$ cat config.mk
export PLATFORM = sky130hd
export DESIGN_NAME = epd_ram
export DESIGN_NICKNAME = d
export VERILOG_FILES = /design/src/epd_ram.sv
export SDC_FILE = /design/constraint.sdc
export NUM_CORES = 1
export LEC_CHECK = 0
export ABC_AREA = 1
export BUFFER_PORTS_ARGS = -buffer_cell sky130_fd_sc_hd__buf_2
export CAP_MARGIN = 0
export CORE_MARGIN = 3
export CORE_UTILIZATION = 36
export CTS_CLUSTER_SIZE = 30
export DETAILED_ROUTE_END_ITERATION = 8
export REMOVE_ABC_BUFFERS = 1
export SLEW_MARGIN = 15
export SYNTH_ARGS = -nofsm -noshare
export SYNTH_HDL_FRONTEND = slang
export SYNTH_SLANG_ARGS = --single-unit
$ cat constraint.sdc
create_clock -name aclk -period 2.1 [get_ports aclk]
set_input_delay 0.21 -clock aclk [delete_from_list [all_inputs] [get_ports aclk]]
set_output_delay 0.21 -clock aclk [all_outputs]
set_load 0.01 [all_outputs]
$ cat src/epd_ram.sv
// Generic single-write, single-read RAM with registered read data.
module epd_ram #(
    parameter int WIDTH = 8,
    parameter int DEPTH = 16
) (
    input  logic                                  aclk,
    input  logic                                  we,
    input  logic [(DEPTH > 1 ? $clog2(DEPTH) : 1)-1:0] waddr,
    input  logic [WIDTH-1:0]                      wdata,
    input  logic [(DEPTH > 1 ? $clog2(DEPTH) : 1)-1:0] raddr,
    output logic [WIDTH-1:0]                      rdata
);
    logic [WIDTH-1:0] mem [DEPTH];

    always_ff @(posedge aclk) begin
        if (we) begin
            mem[waddr] <= wdata;
        end
        rdata <= mem[raddr];
    end
endmodule

* Word level (Yosys, flattened, before mapping)
Memory sizes are Yosys's and may differ from the RTL's. A register that Yosys moved wholly into a read port is not among the register bits. Index checks and enable logic that the tools add are counted.
Word-level totals: flip-flop bits (word level) 0, RAM bits 128, input port bits 18, output and inout bits 8, word-level logic and storage cells 3, memories 1
Cells by class: mux-type cells 2
Memory list:
- mem | words 16, width 8, read ports 1, clocked after memory_dff 1, wr ports 1, line 13 | logic [WIDTH-1:0] mem [DEPTH];
Operators with widths (count):
- 1-bit 2-to-1 mux | 2

* Depth between registers and ports, before layout
depth in word-level cells 2, mapped depth 8, depth with buffers taken out 7

* Worst setup path after synthesis
Ideal clock, no wire load.
kind input port to flip-flop, start in waddr[2] (netlist name), end mem mem[10][0], enable pin, setup time 370 ps, arrival time 791 ps, data required time 1730 ps, path slack 939 ps, stages on the path 2, path buffers 0, path through nand3b_1 -> nor2_1
RTL lines:
- start: declaration | line 8 | input logic [(DEPTH > 1 ? $clog2(DEPTH) : 1)-1:0] waddr,
- end: declaration | line 13
No word-level cell before the write port.

* Final worst setup path
start reg rdata[3], read port of mem, end out rdata[3]
RTL lines:
- start: declaration | line 11 | output logic [WIDTH-1:0] rdata
No word-level cell between the ends.

==> impl_results.md <==
- Core area: 0.01543 mm2
- Postcts setup bufs: 0
- Initial core utilization: between 30 and 40%
- Initial antenna violation count: 0
- Min-Delay Path Class: primary input to register
- Fin Setup TNS: 0 ns
- Clock transition at path regs: 0.06 ns
- DRT Pass-1 Iters: 5
- Sequential share of power: 46.3%
- Combinational fraction of design power: approximately 5.6%
- Largest net degree at the start of global routing: a little under 50
- Crit path cell chain: buf_2
- Net Sw Power: 0.001381 W
- Cell family with most CP delay: flip-flops
- Critical Path Sink: rdata[3]
- Pleak: 2.887 nW
- CP startpoint kind: register
- CTS tree: built
- Dpl cells: about 770
- DR iter-0 viols: approximately 230
- Synthesis Warnings: 0
- Power per standard cell area: 983.4 mW/mm2
- I/O pins: 26
- GRT Util Overall: 16.00%
- Post-Syn Area: 0.005767 mm2
- Slew @ Worst Pin: 0.7809 ns
- Crit-path max cell delay: 0.39 ns
- First-pass GRT wire length: about 21000 um
- Mapped Cells: approximately 550
- Req. time, crit path: 1.89 ns
- Worst vdd ir: between 0.7 and 0.8 mV
- Switch share: around a fifth
- Worst-path fanout max: 1
- Fmax: 0.8493 GHz
- Setup violators final: 0
- Launch point of the worst reg-to-reg path: mem[9][1]
- DRC viols: 0
- Non-Filler Instances: 806
- CTS Buf Count: 17
- Die Width: 132.6 um
- NumNets Final: 600
- CTS root buf: clkbuf_16
- Die H: between 100 and 150 um
- RR Endpoint: rdata[1]
- ANT nets after route: 0
- Crit-path slowest cell: dfxtp_1
- Post-synth cell types: 12
- Minimum clock period after layout: 1.177 ns
- Skew-Pair Late Insertion Delay: between 0.4 and 0.5 ns
- CTS resizes: 0
- Max Cap Viol: 0
- Register bit total from synthesis: 136
- Clock tree buffer depth: 2
- Share of power burned in the clock network: slightly below 50%
- Ratio of cells with drive above 1 in the final layout: 11.43%
- Buffers plus inverters on the worst setup path: 1
- Drt via density: 4.687
- R2R Setup Slk: 1.02 ns
- Worst EP arrival: just under 1 ns
- I/O Buffers: 25
- Outcome: complete, no violations
- Ant. Diodes: 0
- Worst Setup End Kind: output pin
- HPWL Detailed: 8576 um
- RSZ-0062 raised after global routing: no
- Die area: 0.01757 mm2
- DR WL/cell: 16.71 um
- Clock Sinks: about 140
- Crit path from: rdata[3]
- Fin worst setup slack: 0.9226 ns
- Worst Reg-to-Reg Cells: 6
- GRT overflow: 0
- Final wirelength: 13470 um
- Int Pwr: between 0.005 and 0.006 W
- Max-slew violations: 0
- Final Hold Vio Count: 0
- CP Class: register to output pin
- Register area share after synthesis: a little over two thirds
- # rows: 45
- Vias in the first global route: ~3.7k
- Cell count along the critical path: 1
- Hold_buf cts: 0
- DR vias: 3778
- DP Worst Slack: 0.4902 ns
- GPL Wtd Cong: around 0.81
- Syn Area/Cell: 10.47 um2
- Synth-to-layout area growth: 16.49%
- Crit share post-route: 56.07%
- Htree depth: 4
- Max Clock Skew: 0.005487 ns
- Slew Limit Headroom: 47.75%
-- power groups by stage --
stage               combinational (W)  sequential (W)  clock [W]
floorplan                    0.000164         0.00311          0
global placement             0.000370         0.00312          0
detailed placement           0.000375         0.00312          0
CTS                          0.000377         0.00306    0.00322
global route                 0.000417         0.00306    0.00333
finish                       0.000371         0.00306    0.00317
-- registers in the layout (all words and copies together) (netlist names) --
name and cells:
mem 128, rdata 8
-- metrics by stage --
stage	total power (W)	utilization (%)	area, um2	hold slack [ns]
after global routing	0.006811	43.54	6718	0.1615
after floorplan	0.003278	-	5600	0.3089
after detailed placement	0.003492	39.44	6085	0.5890
after CTS	0.006659	43.54	6718	0.1451
final	0.006606	43.54	6718	0.1519
after global placement	0.003486	39.44	6085	0.5807
-- cell usage after synthesis (all sizes together) --
master	number	area share, %
nand3	97	8.4
inv	102	6.6
dfxtp	8	2.8
nand3b	2	0.26
buf	24	2.9
edfxtp	128	67
nand2	173	11
nor2	17	1.1
-- area by class of cell --
| class | count | area [um2] |
|---|---|---|
| Clock inverter | 15 | 207.7 |
| Timing Repair Buffer | 36 | 220.2 |
| Sequential cell | 136 | 4004 |
| Multi-Input combinational cell | 289 | 1214 |
| Tap cell | 211 | 264.0 |
| Clock buffer | 17 | 425.4 |
| Fill cell | 1505 | 8710 |
| Inverter | 102 | 382.9 |
-- routing by layer --
layer / vias to the layer above / global-route usage, % / routed length (um)
met1: 1808 / 22.28 / 6308
met5: - / 0 / 0
met3: 26 / 3.422 / 703
li1: 1838 / - / -
met2: 106 / 24.42 / 6123
met4: 0 / 6.640 / 330
-- tightest hold or removal path, cell delays in order --
cell	delay, ns
buf_2	0.17
nand3_1	0.10
nand2_1	0.05
-- placed cells by master (no fill, tap or decap), types with 5 or more instances in the layout --
cell type / Yosys / layout
clkbuf_16: 0 / 17
clkinv_2: 0 / 5
bufinv_16: 0 / 5
nand3_1: 97 / 97
buf_2: 13 / 25
buf_4: 4 / 10
edfxtp_1: 128 / 128
nand2_1: 173 / 173
dfxtp_1: 8 / 8
inv_1: 100 / 100
nor2_1: 17 / 17
-- worst min path at each step --
| stage | startpoint | endpoint | slack [ns] | depth (start not counted) |
|---|---|---|---|---|
| after floorplan | wdata[0] | mem[0][0] | 0.31 | 0 |
| after global routing | raddr[3] | rdata[2] | 0.16 | 3 |
| final | raddr[3] | rdata[3] | 0.15 | 3 |
| after global placement | raddr[3] | rdata[3] | 0.58 | 3 |
| after detailed placement | raddr[3] | rdata[3] | 0.59 | 3 |
| after CTS | raddr[3] | rdata[3] | 0.15 | 3 |
-- cells by family (layout without fill, tap and decap cells) --
logic type	count (synthesis)	count (layout)	share of synthesized area (%)
AND/OR/NAND/NOR	289	289	21.05
flip-flops	136	136	69.43
buffers and inverters	126	170	9.525
(Power assumes the default switching activity.)
